==> config.mk <==
export PLATFORM = sky130hd
export DESIGN_NAME = ssb_front
export DESIGN_NICKNAME = d
export VERILOG_FILES = /design/src/rtl/core/ssb_pkg.sv /design/src/rtl/core/ssb_front.sv
export SDC_FILE = /design/constraint.sdc
export NUM_CORES = 1
export LEC_CHECK = 0
export BUFFER_PORTS_ARGS = -buffer_cell sky130_fd_sc_hd__buf_4
export CORE_MARGIN = 5
export CORE_UTILIZATION = 38
export DETAILED_ROUTE_END_ITERATION = 12
export PLACE_DENSITY_LB_ADDON = 0.15
export REMOVE_ABC_BUFFERS = 1
export SYNTH_ARGS = -nofsm -noshare
export SYNTH_HDL_FRONTEND = slang
export SYNTH_SLANG_ARGS = --single-unit
export TNS_END_PERCENT = 10
==> constraint.sdc <==
create_clock -name vclk -period 9.6
set_clock_uncertainty 0.15 [all_clocks]
set_input_delay 0.48 -clock vclk [all_inputs]
set_output_delay 0.48 -clock vclk [all_outputs]
set_load 0.1 [all_outputs]
==> src/rtl/core/ssb_pkg.sv <==
package ssb_pkg;

	localparam int unsigned REG_W   = 11;
	localparam int unsigned COORD_W = 10;
	localparam int unsigned STORE_AW = 14;
	localparam int unsigned TEXEL_W = 16;
	localparam int unsigned ADDR_W  = 20;

	typedef enum logic [2:0] {
		REG_SCREEN_WIDTH  = 3'd0,
		REG_SCREEN_HEIGHT = 3'd1,
		REG_TARGET_LEFT   = 3'd2,
		REG_TARGET_TOP    = 3'd3,
		REG_TARGET_WIDTH  = 3'd4,
		REG_TARGET_HEIGHT = 3'd5
	} reg_idx_t;

	localparam logic OP_LOAD = 1'b0;
	localparam logic OP_DRAW = 1'b1;

	// Work item handed from the front end to the blit back end.
	typedef struct packed {
		logic                 is_load;
		logic [STORE_AW-1:0]  load_index;
		logic [TEXEL_W-1:0]   load_texel;
		logic [COORD_W-1:0]   col;
		logic [COORD_W-1:0]   row;
		logic [REG_W-1:0]     px;
		logic [REG_W-1:0]     py;
	} work_t;

	// 5-bit channel to 8 bits, c*255/31.
	function automatic logic [7:0] expand5(input logic [4:0] c);
		logic [12:0] p;
		logic [26:0] m;
		begin
			p = 13'(c) * 13'd255;
			// Division by 31 as a multiply by 2^18/31 rounded up; exact for p below 11397.
			m = 27'(p) * 27'd8457;
			expand5 = m[25:18];
		end
	endfunction

	function automatic logic [7:0] expand6(input logic [5:0] c);
		logic [13:0] p;
		logic [28:0] m;
		begin
			p = 14'(c) * 14'd255;
			// Division by 63 as a multiply by 2^20/63 rounded up; exact for p below 17772.
			m = 29'(p) * 29'd16645;
			expand6 = m[27:20];
		end
	endfunction

endpackage

==> src/rtl/core/ssb_front.sv <==
// Classifies requests: loads pass through, draws are clipped and offset.
module ssb_front import ssb_pkg::*; #(
	parameter int unsigned MAX_SCREEN = 1024
) (
	input  logic               opcode,
	input  logic [STORE_AW-1:0] load_index,
	input  logic [TEXEL_W-1:0] load_texel,
	input  logic [COORD_W-1:0] dest_col,
	input  logic [COORD_W-1:0] dest_row,
	input  logic [REG_W-1:0]   sw,
	input  logic [REG_W-1:0]   sh,
	input  logic [REG_W-1:0]   tl,
	input  logic [REG_W-1:0]   tt,
	input  logic [REG_W-1:0]   tw,
	input  logic [REG_W-1:0]   th,
	output logic               keep,
	output work_t              item
);

	localparam int unsigned SAT_W = $clog2(MAX_SCREEN + 1);
	localparam int unsigned CW = (SAT_W > REG_W ? SAT_W : REG_W) + 2;

	logic signed [12:0] pxs, pys;
	logic [CW-1:0] swc, shc;
	logic vis;

	always_comb begin
		pxs = {{2{tl[REG_W-1]}}, tl} + $signed({3'b000, dest_col});
		pys = {{2{tt[REG_W-1]}}, tt} + $signed({3'b000, dest_row});
		swc = (CW'(sw) > CW'(MAX_SCREEN)) ? CW'(MAX_SCREEN) : CW'(sw);
		shc = (CW'(sh) > CW'(MAX_SCREEN)) ? CW'(MAX_SCREEN) : CW'(sh);
		vis = ({1'b0, dest_col} < tw) && ({1'b0, dest_row} < th)
			&& !pxs[12] && !pys[12]
			&& (CW'(pxs[11:0]) < swc) && (CW'(pys[11:0]) < shc);
		keep = (opcode == OP_LOAD) || vis;
		item.is_load = (opcode == OP_LOAD);
		item.load_index = load_index;
		item.load_texel = load_texel;
		item.col = dest_col;
		item.row = dest_row;
		item.px = pxs[REG_W-1:0];
		item.py = pys[REG_W-1:0];
	end

endmodule

==> results.yml, run 1 <==
setup_path:
  start_kind: "primary input"
  cp_cell_sequence: "buf_4 > ha_1 > inv_1 > fa_1 > inv_1 > a21o_1 > a21oi_1 > o211a_1 > nor4_1 > nand3b_1 > ha_1 > a211o_1 > a221oi_2 > o21ai_0 > nor3_1 > nand4b_1 > o41ai_2 > buf_4"
  critical-path-max-stage-delay_ns: 0.40
  cp.required_ns: 8.97
  worstPathMaxFanout: 3
  critical_path_class: "in2out"
  arrival_ns: 4.05
  worst_path_max_delay_cell: "fa_1"
  critPathCaptureType: "primary output"
drt:
  vias: 2332
  drc_errors: 0
  first_pass_iters: 4
  via_per_inst: 5.09
  drtIter0Drc: 54
  final_antenna_net_count: 0
  wl_per_cell_um: 15.9
  totalWireLength_um: 7280
power:
  p_leak_nw: 1.63
  p_seq_share_pct: 0
  irDropWorstVdd_mv: 0.0819
  p_int_mw: 0.108
  p_per_area_nw_per_um2: 125
  switching_share_pct: 70.8
  clock_power_share_pct: 0
  pwr-share-comb_pct: 100.0
  switchingPower_mw: 0.263
timing:
  relSlewSlack_pct: 64.7
  max_freq_mhz: 214
  grt_setup_unrepaired: "false"
  setup_viol: 0
  fin_crit_ns: 4.68
  tns_ns: 0
  max_slew.worst_pin.slew_ns: 0.516
  hold_violations: 0
  fin_crit_sh_pct: 48.7
  drv_slew: 0
  worst_slack_ns: 4.92
  whs_ns: 0.811
logic_synthesis:
  synthTopCellsByCount: "ha_1, buf_4, inv_1"
  syn_inst: 302
  synth.avg_cell_area_sq_um: 7.52
  syn_area_sq_um: 2270
  yosys_warnings: 0
  synth.largest_area_cell: "ha_1"
  synth_cell_type_count: 48
  yosysMostFrequentCell: "ha_1"
  ys_seq_area_share_pct: 0
  synth.area.top_cells: "ha_1, buf_4, inv_1"
  synth_top_area_share_pct: 32.0
placement:
  io_buffers: 131
  dpl.cell_count: 458
  place.gp.congestion: 0.795
  dp_hpwl_um: 6640
  post-place-ws_ns: 4.92
run:
  cap_violations: 0
global_route:
  grt_pass1_vias: 2344
  overflow: 0
  track_usage_pct: 17.9
  grt_pass1_wl_um: 11100
  antenna_found_initial: 0
  grt_start_max_net_pins: 11
floorplanning:
  rows: 28
  io_pins: 191
  chipHeight_um: 87.3
  coreArea_sq_um: 5850
  initial_core_util_pct: 38.8
  die_area_sq_um: 7620
  die_x_um: 87.3
finish:
  final_util_pct: 50.8
  stdcell_count: 458
  drive_above_1_share_pct: 35.8
  design.seq.count: 0
  n_clock_buffer: 0
  register_area_sq_um: 0
  multi_input_area_sq_um: 1760
  nets: 562
  fillers: 596
  syn_to_final_growth_pct: 30.9
  num_antenna_cells: 0
clock_network:
  holdBufCountCts: 0
  post-cts-setup-buffers: 0
  cts_resized: 0
worst_hold_path:
  min_path_type: "in2out"
run_status:
  status: "complete, no violations"
[metal layers]
layer,part of all wire (%),vias up,track usage (%)
li1,-,1202,-
met1,42,997,23.4
met2,41,133,26.5
met3,17,0,10.1
met4,0,0,0
met5,0,-,6.99
[power by group through the flow]
stage / sequential [mW] / combinational [mW] / clock, mW
2_1_floorplan: 0 / 0.245 / 0
3_3_place_gp: 0 / 0.370 / 0
3_5_place_dp: 0 / 0.372 / 0
4_1_cts: 0 / 0.374 / 0
5_1_grt: 0 / 0.398 / 0
6_report: 0 / 0.372 / 0
[worst paths after layout]
check,slack (ns),end,cells past startpoint,start
max,4.92,keep,18,dest_row[0]
min,0.81,item[65],0,load_index[7]
[placed cells by master, fill, tap and decap left out, types with 3 or more instances in the layout]
master / count
buf_4: 131
a21o_1: 8
nor3_1: 6
xnor2_1: 12
o21ai_0: 15
o211a_1: 3
nor2_1: 14
o2111ai_1: 6
a211oi_1: 6
nand3_1: 4
nand2b_1: 5
nand2_1: 27
a21oi_1: 9
xor2_1: 3
ha_1: 58
inv_1: 34
[final cells by class]
class	count	share of cell area [%]
Tap cell	75	3.16
Multi-Input combinational cell	216	59.2
Timing Repair Buffer	131	33.1
Inverter	36	4.55
[worst max-delay path: cells and delay by family]
kind            cells  cell delay, ns
buf+inv             4            0.56
compound gates      7            1.41
simple gates        4            0.74
fa+ha+maj           3            0.85
[per-stage QoR]
stage	cell area, sq um	power (mW)
after global placement	2970	0.370
after floorplan	1890	0.245
final	2970	0.372
after global routing	2970	0.398
after detailed placement	2970	0.372
after CTS	2970	0.374
[cell families (layout without fill, tap and decap cells)]
logic type	count (synthesis)	count (layout)	synth area share [%]
buffers and inverters	86	167	22.5
AO/OA/AOI/OAI	70	70	22.7
adder cells (fa/ha/maj)	60	60	33.7
AND/OR/NAND/NOR	71	71	15.3
XOR/XNOR	15	15	5.79
Note: power is estimated with default switching activity, not from simulation.
==> inputs of run 2 (changes only) <==
==> constraint.sdc (replaced) <==
create_clock -name vclk -period 4.5
set_clock_uncertainty 0.15 [all_clocks]
set_input_delay 0.225 -clock vclk [all_inputs]
set_output_delay 0.225 -clock vclk [all_outputs]
set_load 0.1 [all_outputs]
==> run 2 against run 1 <==
Effect of this change: sequential share of layout area unchanged; die area stayed put; global-route usage fell by 0.24 points; non-clock buffer count unchanged; count of clock-buffer cells in the layout unchanged; via count increased by 0.47%; total power rose by 110%.
==> results.yml, run 2 (synthesized netlist as in run 1, its figures left out) <==
finish:
  n_clock_buffer: 0
  stdcell_count: 458
  drive_above_1_share_pct: 35.8
  final_common_cell: "buf_4"
  final_cell_mix: "buf_4, ha_1, inv_1"
  num_antenna_cells: 0
  design_area_sq_um: 2970
  final_util_pct: 50.8
  register_area_sq_um: 0
  syn_to_final_growth_pct: 30.9
  design.seq.count: 0
  nets: 562
power:
  p_per_area_nw_per_um2: 267
  irDropWorstVdd_mv: 0.299
  p_leak_nw: 1.63
timing:
  max_slew.worst_pin.slew_ns: 0.449
  fin_crit_sh_pct: 92.3
  max_freq_mhz: 241
  grt_setup_unrepaired: "false"
  drv_slew: 0
  relSlewSlack_pct: 69.6
  hold_violations: 0
  setup_viol: 0
  whs_ns: 0.301
  fin_crit_ns: 4.15
  worst_slack_ns: 0.348
global_route:
  track_usage_pct: 17.6
  grt_pass1_wl_um: 11000
  antenna_found_initial: 0
  grt_pass1_vias: 2332
  overflow: 0
  grt_start_max_net_pins: 11
worst_hold_path:
  hold-path-cell-count: 0
  min_path_type: "in2out"
  holdPathEnd: "item[65]"
  min_from: "load_index[7]"
placement:
  place.gp.congestion: 0.778
  dp_hpwl_um: 6580
  placed_area_sq_um: 2970
  io_buffers: 131
  post-place-ws_ns: 0.222
  dpl.cell_count: 458
setup_path:
  cp_cell_sequence: "buf_4 > ha_1 > inv_1 > fa_1 > nor2b_1 > o21ai_0 > nand2b_1 > a311o_1 > nand2_1 > o311ai_1 > ha_1 > nand3_1 > o21ai_0 > a31o_2 > nor3_1 > nand4b_1 > o41ai_2 > buf_4"
  worst_path_max_delay_cell: "o311ai_1"
  critical_path_class: "in2out"
  critPathTopFamily: "compound AO/OA/AOI/OAI gates"
  cp.required_ns: 4.12
  critPathCaptureType: "primary output"
  critical-path-max-stage-delay_ns: 0.45
  start_kind: "primary input"
  arrival_ns: 3.78
  crit_buf_inv: 3
  worstPathMaxFanout: 3
drt:
  totalWireLength_um: 7210
  first_pass_iters: 4
  drtIter0Drc: 57
  wl_per_cell_um: 15.7
  via_per_inst: 5.12
  final_antenna_net_count: 0
  drc_errors: 0
  vias: 2343
run_status:
  status: "complete, no violations"
floorplanning:
  initial_core_util_pct: 38.8
  rows: 28
  die_x_um: 87.3
  chipHeight_um: 87.3
  die_area_sq_um: 7620
  io_pins: 191
  coreArea_sq_um: 5850
clock_network:
  holdBufCountCts: 0
  cts_resized: 0
  post-cts-setup-buffers: 0
run:
  cap_violations: 0
## run 2: cell count changes in the layout (fill, tap and decap cells not counted)
cell / before / now
o311ai_0: 1 / 0
o311ai_1: 0 / 1
## run 2: power by group
| part | internal (mW) | switching (mW) |
|---|---|---|
| logic | 0.232 | 0.561 |
| registers | 0 | 0 |
| clock network | 0 | 0 |
## run 2: final cells by class
type | count | area, sq um
multi-input cells | 216 | 1760
repair buffers | 131 | 983
well taps | 75 | 93.8
fillers | 593 | 2880
inverters | 36 | 135
## run 2: worst max path at each step
stage                      startpoint   end  slack [ns]  cells after the start
after detailed placement  dest_col[0]  keep        0.22                     18
after CTS                 dest_col[0]  keep        0.20                     18
after global placement    dest_col[0]  keep        0.38                     18
after global routing      dest_col[0]  keep        0.07                     18
final                     dest_col[0]  keep        0.35                     18
after floorplan           dest_col[0]  keep       -4.04                     16
## run 2: per-stage QoR
step / setup TNS (ns) / power [mW]
after global placement: 0 / 0.790
after floorplan: -4.92 / 0.522
after detailed placement: 0 / 0.793
after global routing: 0 / 0.847
final: 0 / 0.793
after CTS: 0 / 0.797
## run 2: metal layers
metal	global-route usage [%]	vias to the layer above	routed length [um]
met5	6.99	-	0
met4	0	0	0
met3	9.74	0	1120
met2	25.1	131	2880
met1	24.1	1011	3220
li1	-	1201	-
